File: src/rtl/core/qwt_pkg.sv
// Shared types and character constants of the quoted word tokenizer.
package qwt_pkg;

	localparam int unsigned QueueDepth = 4;

	localparam logic [7:0] ChBackslash = 8'h5C;
	localparam logic [7:0] ChSquote    = 8'h27;
	localparam logic [7:0] ChDquote    = 8'h22;
	localparam logic [7:0] ChSpace     = 8'h20;
	localparam logic [7:0] ChTab       = 8'h09;
	localparam logic [7:0] ChLf        = 8'h0A;
	localparam logic [7:0] ChCr        = 8'h0D;
	localparam logic [7:0] ChLowerN    = 8'h6E;
	localparam logic [7:0] ChLowerR    = 8'h72;
	localparam logic [7:0] ChLowerT    = 8'h74;

	// One result word as it leaves the block, without its last flag.
	typedef struct packed {
		logic [7:0] out_char;
		logic       char_valid;
		logic       word_end;
		logic       line_done;
	} res_t;

	// Everything one input byte produces: up to three result words.
	typedef struct packed {
		logic [1:0]       cnt;
		res_t [2:0]       res;
	} plan_t;

endpackage

File: src/rtl/core/qwt_in_if.sv
// Input channel of the tokenizer: one raw byte and its end-of-line flag.
interface qwt_in_if;
	logic       valid;
	logic       ready;
	logic [7:0] in_char;
	logic       line_last;

	modport source (output valid, output in_char, output line_last, input ready);
	modport sink (input valid, input in_char, input line_last, output ready);
endinterface

File: src/rtl/core/qwt_out_if.sv
// Output channel of the tokenizer: one word character or marker per word.
interface qwt_out_if;
	logic       valid;
	logic       ready;
	logic [7:0] out_char;
	logic       char_valid;
	logic       word_end;
	logic       line_done;
	logic       last;

	modport source (output valid, output out_char, output char_valid, output word_end,
		output line_done, output last, input ready);
	modport sink (input valid, input out_char, input char_valid, input word_end,
		input line_done, input last, output ready);
endinterface

File: src/rtl/core/qwt_front.sv
// Front end: classifies each byte, keeps the quoting state and builds its result plan.
module qwt_front (
	input  logic          clk,
	input  logic          arst_n,
	input  logic          take,
	input  logic [7:0]    in_char,
	input  logic          line_last,
	output qwt_pkg::plan_t plan,
	output logic          plan_valid
);
	import qwt_pkg::*;

	logic quoting_q, dquote_q, esc_q, word_open_q;
	logic quoting_d, dquote_d, esc_d, word_open_d;
	logic [1:0] n_ch;
	logic [7:0] ch0, ch1;
	logic       sp_end;
	logic [1:0] n_body;
	logic       wo_body;

	always_comb begin
		quoting_d = quoting_q;
		dquote_d  = dquote_q;
		esc_d     = esc_q;
		n_ch      = 2'd0;
		ch0       = in_char;
		ch1       = in_char;
		sp_end    = 1'b0;
		if (quoting_q) begin
			if (esc_q) begin
				esc_d = 1'b0;
				n_ch  = 2'd1;
				case (in_char)
					ChLowerN: ch0 = ChLf;
					ChLowerR: ch0 = ChCr;
					ChLowerT: ch0 = ChTab;
					ChBackslash, ChSquote, ChDquote: ch0 = in_char;
					default: begin
						// Unknown escape keeps the backslash in front of the byte.
						ch0  = ChBackslash;
						n_ch = 2'd2;
					end
				endcase
			end else if (in_char == (dquote_q ? ChDquote : ChSquote)) begin
				quoting_d = 1'b0;
				dquote_d  = 1'b0;
			end else if (in_char == ChBackslash) begin
				esc_d = 1'b1;
			end else begin
				n_ch = 2'd1;
			end
		end else begin
			if (in_char == ChSquote || in_char == ChDquote) begin
				quoting_d = 1'b1;
				dquote_d  = (in_char == ChDquote);
			end else if (in_char == ChSpace) begin
				sp_end = word_open_q;
			end else if (in_char == ChTab || in_char == ChCr || in_char == ChLf) begin
				n_ch = 2'd0;
			end else begin
				n_ch = 2'd1;
			end
		end
	end

	assign n_body  = sp_end ? 2'd1 : n_ch;
	assign wo_body = (n_ch != 2'd0) ? 1'b1 : (sp_end ? 1'b0 : word_open_q);

	always_comb begin
		plan = '0;
		if (sp_end) begin
			plan.res[0].word_end = 1'b1;
		end else begin
			if (n_ch != 2'd0) begin
				plan.res[0].out_char   = ch0;
				plan.res[0].char_valid = 1'b1;
			end
			if (n_ch == 2'd2) begin
				plan.res[1].out_char   = ch1;
				plan.res[1].char_valid = 1'b1;
			end
		end
		if (line_last) begin
			plan.res[n_body].word_end  = wo_body;
			plan.res[n_body].line_done = 1'b1;
		end
		plan.cnt = n_body + {1'b0, line_last};
	end

	assign plan_valid = take && (plan.cnt != 2'd0);
	assign word_open_d = wo_body;

	always_ff @(posedge clk or negedge arst_n) begin
		if (!arst_n) begin
			quoting_q   <= 1'b0;
			dquote_q    <= 1'b0;
			esc_q       <= 1'b0;
			word_open_q <= 1'b0;
		end else if (take) begin
			if (line_last) begin
				quoting_q   <= 1'b0;
				dquote_q    <= 1'b0;
				esc_q       <= 1'b0;
				word_open_q <= 1'b0;
			end else begin
				quoting_q   <= quoting_d;
				dquote_q    <= dquote_d;
				esc_q       <= esc_d;
				word_open_q <= word_open_d;
			end
		end
	end

endmodule

File: src/rtl/core/qwt_queue.sv
// Small register queue of result plans between the front and back ends.
module qwt_queue #(
	parameter int unsigned Depth = 4
) (
	input  logic           clk,
	input  logic           arst_n,
	input  logic           push,
	input  qwt_pkg::plan_t push_data,
	input  logic           pop,
	output qwt_pkg::plan_t head,
	output logic           not_empty,
	output logic           not_full
);
	import qwt_pkg::*;

	localparam int unsigned PtrW = (Depth > 1) ? $clog2(Depth) : 1;
	localparam int unsigned CntW = $clog2(Depth + 1);

	plan_t         mem_q [Depth];
	logic [PtrW-1:0] wr_q, rd_q;
	logic [CntW-1:0] cnt_q;

	assign not_empty = (cnt_q != '0);
	assign not_full  = (cnt_q != CntW'(Depth));
	assign head      = mem_q[rd_q];

	always_ff @(posedge clk) begin
		if (push) begin
			mem_q[wr_q] <= push_data;
		end
	end

	always_ff @(posedge clk or negedge arst_n) begin
		if (!arst_n) begin
			wr_q  <= '0;
			rd_q  <= '0;
			cnt_q <= '0;
		end else begin
			if (push) begin
				wr_q <= (wr_q == PtrW'(Depth - 1)) ? '0 : wr_q + 1'b1;
			end
			if (pop) begin
				rd_q <= (rd_q == PtrW'(Depth - 1)) ? '0 : rd_q + 1'b1;
			end
			if (push && !pop) begin
				cnt_q <= cnt_q + 1'b1;
			end else if (pop && !push) begin
				cnt_q <= cnt_q - 1'b1;
			end
		end
	end

endmodule

File: src/rtl/core/qwt_back.sv
// Back end: steps through the result words of the plan at the queue head.
module qwt_back (
	input  logic           clk,
	input  logic           arst_n,
	input  qwt_pkg::plan_t head,
	input  logic           head_valid,
	output logic           pop,
	qwt_out_if.source      out_w
);
	import qwt_pkg::*;

	logic [1:0] idx_q;
	logic       is_last;
	res_t       cur;

	assign cur     = head.res[idx_q];
	assign is_last = (idx_q == head.cnt - 2'd1);

	assign out_w.valid      = head_valid;
	assign out_w.out_char   = cur.out_char;
	assign out_w.char_valid = cur.char_valid;
	assign out_w.word_end   = cur.word_end;
	assign out_w.line_done  = cur.line_done;
	assign out_w.last       = is_last;

	assign pop = head_valid && out_w.ready && is_last;

	always_ff @(posedge clk or negedge arst_n) begin
		if (!arst_n) begin
			idx_q <= 2'd0;
		end else if (head_valid && out_w.ready) begin
			idx_q <= is_last ? 2'd0 : idx_q + 2'd1;
		end
	end

endmodule

File: src/rtl/core/quoted_word_tokenizer.sv
// Top level of the quoted word tokenizer: front end, plan queue and back end.
//
//   channel | role  | word carries
//   --------+-------+---------------------------------------------------------
//   in_w    | sink  | in_char, line_last: one raw byte of the line
//   out_w   | source| out_char, char_valid, word_end, line_done, last
//
// A byte is taken whenever the plan queue has room; the front end updates the
// quoting state in that same cycle, so bytes stream at one per cycle.
// Each byte that yields output leaves one to three words; the back end sends one
// word per cycle from the queue head while out_w is ready; a byte with two or
// three words (unknown escapes, line ends) is popped with its last word.
// Reset clears the quoting state, the queue pointers and the word index.
// A stalled output fills the queue (QueueDepth plans) before input is held off;
// bytes that give no words never enter the queue.
module quoted_word_tokenizer #(
	parameter int unsigned QueueDepth = qwt_pkg::QueueDepth
) (
	input  logic      clk,
	input  logic      arst_n,
	qwt_in_if.sink    in_w,
	qwt_out_if.source out_w
);
	import qwt_pkg::*;

	plan_t plan, head;
	logic  plan_valid, head_valid, not_full, pop, take;

	// The input is held off only when the queue is full.
	assign in_w.ready = not_full;
	assign take       = in_w.valid && not_full;

	qwt_front u_front (
		.clk        (clk),
		.arst_n     (arst_n),
		.take       (take),
		.in_char    (in_w.in_char),
		.line_last  (in_w.line_last),
		.plan       (plan),
		.plan_valid (plan_valid)
	);

	qwt_queue #(
		.Depth (QueueDepth)
	) u_queue (
		.clk       (clk),
		.arst_n    (arst_n),
		.push      (plan_valid),
		.push_data (plan),
		.pop       (pop),
		.head      (head),
		.not_empty (head_valid),
		.not_full  (not_full)
	);

	qwt_back u_back (
		.clk        (clk),
		.arst_n     (arst_n),
		.head       (head),
		.head_valid (head_valid),
		.pop        (pop),
		.out_w      (out_w)
	);

endmodule

File: src/flat_wrapper.sv
// flat-port wrapper written by rule: the top's interface ports become plain ports
module quoted_word_tokenizer_flat import qwt_pkg::*;
#(
	parameter int unsigned QueueDepth = qwt_pkg::QueueDepth
)
  (clk, arst_n, in_w_valid, in_w_in_char, in_w_line_last, in_w_ready, out_w_valid, out_w_out_char, out_w_char_valid, out_w_word_end, out_w_line_done, out_w_last, out_w_ready);
  qwt_in_if in_w_i ();
  qwt_out_if out_w_i ();
  input  logic clk;
  input  logic arst_n;
  input wire logic [$bits(in_w_i.valid)-1:0] in_w_valid;
  input wire logic [$bits(in_w_i.in_char)-1:0] in_w_in_char;
  input wire logic [$bits(in_w_i.line_last)-1:0] in_w_line_last;
  output wire logic [$bits(in_w_i.ready)-1:0] in_w_ready;
  output wire logic [$bits(out_w_i.valid)-1:0] out_w_valid;
  output wire logic [$bits(out_w_i.out_char)-1:0] out_w_out_char;
  output wire logic [$bits(out_w_i.char_valid)-1:0] out_w_char_valid;
  output wire logic [$bits(out_w_i.word_end)-1:0] out_w_word_end;
  output wire logic [$bits(out_w_i.line_done)-1:0] out_w_line_done;
  output wire logic [$bits(out_w_i.last)-1:0] out_w_last;
  input wire logic [$bits(out_w_i.ready)-1:0] out_w_ready;
  assign in_w_i.valid = in_w_valid;
  assign in_w_i.in_char = in_w_in_char;
  assign in_w_i.line_last = in_w_line_last;
  assign in_w_ready = in_w_i.ready;
  assign out_w_valid = out_w_i.valid;
  assign out_w_out_char = out_w_i.out_char;
  assign out_w_char_valid = out_w_i.char_valid;
  assign out_w_word_end = out_w_i.word_end;
  assign out_w_line_done = out_w_i.line_done;
  assign out_w_last = out_w_i.last;
  assign out_w_i.ready = out_w_ready;
  quoted_word_tokenizer #(.QueueDepth(QueueDepth)) u_core (.clk(clk), .arst_n(arst_n), .in_w(in_w_i), .out_w(out_w_i));
endmodule
File: config.mk
export PLATFORM = sky130hd
export DESIGN_NAME = quoted_word_tokenizer_flat
export DESIGN_NICKNAME = d
export VERILOG_FILES = /design/src/rtl/core/qwt_pkg.sv /design/src/rtl/core/qwt_in_if.sv /design/src/rtl/core/qwt_out_if.sv /design/src/rtl/core/qwt_front.sv /design/src/rtl/core/qwt_queue.sv /design/src/rtl/core/qwt_back.sv /design/src/rtl/core/quoted_word_tokenizer.sv /design/src/flat_wrapper.sv
export SDC_FILE = /design/constraint.sdc
export NUM_CORES = 1
export LEC_CHECK = 0
export BUFFER_PORTS_ARGS = -buffer_cell sky130_fd_sc_hd__buf_2
export CAP_MARGIN = 5
export CELL_PAD_IN_SITES_DETAIL_PLACEMENT = 1
export CELL_PAD_IN_SITES_GLOBAL_PLACEMENT = 2
export CORE_MARGIN = 3
export CORE_UTILIZATION = 48
export DETAILED_ROUTE_END_ITERATION = 8
export PLACE_DENSITY = 0.92
export RECOVER_POWER = 100
export SETUP_SLACK_MARGIN = 0.02
export SLEW_MARGIN = 10
export SYNTH_ARGS = -nofsm -noshare
export SYNTH_HDL_FRONTEND = slang
export SYNTH_HIERARCHICAL = 1
export SYNTH_SLANG_ARGS = --single-unit
export TNS_END_PERCENT = 100
File: constraint.sdc
create_clock -name clk -period 6.7 [get_ports clk]
set_clock_uncertainty 0.15 [all_clocks]
set_input_delay 0.335 -clock clk [delete_from_list [all_inputs] [get_ports clk]]
set_output_delay 0.335 -clock clk [all_outputs]
set_load 0.1 [all_outputs]
Yosys cells after proc, flatten, opt, wreduce, memory -nomap -nowiden
Memories as Yosys holds them, arrays and structs flattened.
Cells that the tools add are included.
{"block": "word_totals", "n_memories": 1, "inputBits": 13, "elab_cells": 114, "ff_bits": 13, "out_inout_bits": 14, "mem_bits_rw": 140}
{"name": "u_core.u_queue.mem_q", "words": 4, "width": 35, "rd": 1, "rd_ports_with_merged_regs": 0, "write_ports": 1, "line_no": "qwt_queue.sv:19", "text": "plan_t mem_q [Depth];"}
{"block": "classes", "n_eq_ne": 18, "mux": 55, "order_cmp": 3, "n_reduce_logical": 22, "add_sub_neg": 7}
{"cell": "bitwise mux 33 bit", "count": 2}
{"cell": "demux 11 bit (select 2 bit)", "count": 2}
{"cell": "2-to-1 mux 9 bit", "count": 4}
{"cell": "2-to-1 mux 33 bit", "count": 1}
{"cell": "== test 8 x 7 -> 1 bit (second input constant)", "count": 4}
{"cell": "one-hot mux 8 bit (4 select lines)", "count": 1}
{"cell": "2-to-1 mux 1 bit", "count": 30}
{"cell": "== test 8 x 4 -> 1 bit (second input constant)", "count": 3}
{"cell": "== test 8 x 6 -> 1 bit (second input constant)", "count": 3}
{"cell": "binary-select mux 11 bit (select 2 bit)", "count": 1}
{"cell": "2-to-1 mux 2 bit", "count": 8}
{"cell": "2-to-1 mux 8 bit", "count": 2}
{"cell": "2-to-1 mux 11 bit", "count": 1}
{"cell": "2-to-1 mux 3 bit", "count": 3}
{"cell": "== test 8 bit", "count": 1}
{"cell": "nonzero test 2 bit", "count": 4}
{"cell": "logical AND 1 bit", "count": 7}
{"cell": "adder 2 x 1 -> 2 bit (second input constant)", "count": 3}
{"cell": "== test 2 bit (second input constant)", "count": 3}
{"cell": "less-than comparator 2 x 3 -> 1 bit (second input constant)", "count": 2}
{"cell": "inequality test 3 bit (second input constant)", "count": 2}
{"cell": "nonzero test 3 bit", "count": 2}
{"cell": "OR reduction 6 bit", "count": 1}
{"cell": "AND reduction 4 bit", "count": 1}
{"cell": "11 further kinds", "count": 14}

Longest topological paths before layout
{"block": "depth", "depth_word": 15, "mapped_depth": 16, "mapped_depth_nobuf": 14}

Modules after synthesis
Netlist, hierarchy kept.
{"mod": "qwt_queue", "area_per_inst_um2": 5520.3, "cells_per_inst": 221, "instances": 1}
{"mod": "qwt_front", "area_per_inst_um2": 902.1, "cells_per_inst": 113, "instances": 1}
{"mod": "qwt_back", "area_per_inst_um2": 375.4, "cells_per_inst": 54, "instances": 1}
{"mod": "quoted_word_tokenizer", "area_per_inst_um2": 6.3, "cells_per_inst": 1, "instances": 1}

Worst setup path before layout
Ideal clock, no wire load.
{"block": "synth_path", "kind": "reg2reg", "from": "register u_core.u_front.esc_q", "to": "memory u_core/u_queue/mem_q[0][0] in the netlist's numbering, enable pin", "path_stages_with_launch": 12, "t_arrival_ns": 3.553, "path_slack_ns": 2.601, "cell_sequence": "dfrtp_1 -> buf_2 -> nand2b_1 -> or3b_2 -> o22ai_1 -> a211oi_2 -> buf_6 -> a21o_1 -> ha_1 -> nor4b_1 -> a211oi_1 -> and2_1"}
{"element": "start: declaration", "line_no": "qwt_front.sv:13", "text": "logic quoting_q, dquote_q, esc_q, word_open_q;"}
{"element": "start signal: assignment", "line_no": "qwt_front.sv:108", "text": "esc_q <= esc_d;"}
{"element": "end: declaration", "line_no": "qwt_queue.sv:19"}

==> metrics.yaml <==
dp_hpwl_mm: 8.787
grt_max_degree: 39
clock-sinks: 153
cts_root_buf: "clkbuf_16"
cts.path.max_buffers: 2
cp-end-kind: "flip-flop"
clkPwrFrac_pct: 25.6
ant_nets: 0
drive_above_1_share_pct: 20.69
vias_per_cell: 5.804
seqPwrFrac_pct: 35.6
cts_tree: "done"
max_freq_ghz: 0.2102
area_delta_synth_final_pct: 10.35
grt_usage_pct: 19.05
worst_ep_arrival_time_ps: 4640
ys.warnings.count: 6
drt-pass1-iter-count: 4
netlist.top_cell.by_area: "edfxtp_1"
p_sw_mw: 1.450
path_class: "reg2reg"
timing.setup.tns_ps: 0
worst_pin_slew_ps: 1182
p_leak_nw: 2.570
post-place-ws_ps: 2227
rsz0062_at_grt: "no"
num_antenna_cells: 0
crit_required_ps: 6580
final_common_cell: "edfxtp_1"
slew_viol_final: 0
slew_headroom_pct: 21.57
final_cells: 611
fin_crit_ps: 4757
hold_viol: 0
synth_top_area_share_pct: 61.79
synth_cell_types: 61
crit_fanout: 35
boundaryPins: 27
die_y_um: 125.1
min_path_type: "in2reg"
setup_viol: 0
drv_cap: 0
path_clk_slew_ps: 60
fp.dieW_um: 125.1
synth_area_mm2: 0.006804
post_cts_resized: 0
synthArstFlopShare_pct: 8.497
placementRows: 42
grt_first_pass_wirelength_mm: 22.60
die-area_mm2: 0.01564
synth_edf_count: 140
internal_power_mw: 2.098
grt_pass1_vias: 3964
gp_congestion: 0.8211
irDropWorstVdd_mv: 0.2352
num-nets-final: 444
netlist_instances: 389
post-place-cells: 579
p_comb_share_pct: 38.9
worst_skew_pair.late_latency_ps: 410
layout_setup_ws_ps: 1943
numPortBuffers: 26
overflow: 0
drt_iter0_drc: 356
wl_per_cell_um: 22.94
initial_core_util_pct: 50.18
p_sw_share_pct: 40.86
wirelength_mm: 14.02
cts_made_buffers: 17
status: "completed"
ys_seq_area_share_pct: 66.57
final_cell_mix: "140 x edfxtp_1, 28 x mux4_2, 23 x nand2_1"
core_mm2: 0.01356
syn_avg_cell_area_um2: 17.49
fin_crit_sh_pct: 71.00
synth_area_leaders: "edfxtp_1 62%, mux4_2 9.3%, dfrtp_1 4.8%, mux4_1 2.7%, mux2i_1 1.8%"
antenna_found_initial: 0
dr_total_vias: 3546
ys.flop_type: "edfxtp_1"
drc: 0
synth_seq_cells: 153
h-tree-depth: 4
pwr_density_cell_mw_per_mm2: 472.6
crit_path_start_kind: "flip-flop"
layout make-up:
class / count / area, um2
clock buffers: 17 / 425.4
clock inverters: 14 / 141.4
fillers: 1272 / 6050
inverters: 9 / 35.03
multi-input cells: 206 / 1977
flip-flops and latches: 153 / 4531
well taps: 176 / 220.2
repair buffers: 36 / 178.9
metrics by stage:
stage                     instance area, um2  utilization, %  hold slack (ps)  total power [mW]
after floorplan                         6834               -           -110.6             2.448
after global placement                  7010           51.71            95.75             2.639
after detailed placement                7010           51.71            116.2             2.694
after CTS                               7587           55.96            139.7             3.610
after global routing                    7508           55.38            155.3             3.713
final                                   7508           55.38            147.4             3.548
state kept, by name (all words and copies together) (netlist names):
signal and flops:
u_core/u_queue/mem_q 140, u_core/u_queue/cnt_q 3, u_core/u_back/idx_q 2, u_core/u_queue/rd_q 2, u_core/u_queue/wr_q 2, u_core/u_front/dquote_q 1, u_core/u_front/esc_q 1, u_core/u_front/quoting_q 1
u_core/u_front/word_open_q 1
routing by layer:
| metal | global-route usage [%] | wire, um |
|---|---|---|
| met1 | 24.69 | 6159 |
| met2 | 32.65 | 7191 |
| met3 | 3.923 | 481 |
| met4 | 5.867 | 184 |
| met5 | 0 | 0 |
what timing repair did:
action	4_1_cts	5_1_grt
buffers inserted	0	0
hold endpoints to repair	13	0
hold buffers	1	0
kinds of logic (layout without fill, tap and decap cells):
logic type / Yosys count / after routing / share of synthesized area (%)
and+or+nand+nor: 86 / 86 / 7.815
buffers and inverters: 38 / 76 / 4.138
DFF: 153 / 153 / 66.57
AOI/OAI and AO/OA: 45 / 45 / 4.579
muxes: 50 / 50 / 14.23
other: 1 / 9 / 0.05511
adders and majority gates: 8 / 8 / 1.581
xor gates and xnor gates: 8 / 8 / 1.030
worst max-delay path: stages (launching register included):
cell and delay, ps:
dfrtp_1 550, nand2b_1 170, or3b_2 470, o22ai_1 180, a211oi_1 70, clkbuf_1 300, a21o_1 280, ha_1 380
nor4b_1 90, a211oi_1 680, and2_0 220, clkbuf_2 820
power by group through the flow:
stage,logic (mW),registers (mW),clock network (mW)
final,1.38,1.26,0.907
after detailed placement,1.41,1.28,0
after floorplan,1.18,1.26,0
after global routing,1.47,1.28,0.965
after CTS,1.42,1.26,0.923
after global placement,1.38,1.26,0
worst paths after layout:
check	startpoint	end	slack, ps	cells after the start
max in group asynchronous	arst_n	u_core/u_queue/rd_q[0]$_DFFE_PN0P_	5420	2
max reg2reg	u_core/u_front/quoting_q$_DFFE_PN0P_	u_core/u_queue/mem_q[3][26]$_DFFE_PP_	1940	11
min	out_w_ready	u_core/u_back/idx_q[1]$_DFFE_PN0P_	150	3
min reg2reg	u_core/u_queue/cnt_q[2]$_DFFE_PN0P_	u_core/u_queue/cnt_q[2]$_DFFE_PN0P_	360	1
min in group asynchronous	arst_n	u_core/u_queue/cnt_q[0]$_DFFE_PN0P_	400	2
max	u_core/u_front/quoting_q$_DFFE_PN0P_	u_core/u_queue/mem_q[3][26]$_DFFE_PP_	1940	11
cell usage after synthesis (4+ instances only):
library cell / instances
buf_6: 4
buf_2: 8
o21ai_0: 16
buf_4: 12
xnor2_1: 5
ha_1: 7
and3_1: 10
mux2i_1: 12
and2_1: 8
mux4_1: 7
a21o_1: 5
dfrtp_1: 13
nor2_1: 12
nand2_1: 23
mux4_2: 28
inv_1: 8
edfxtp_1: 140
No activity file was read; power rests on OpenSTA's default activity.
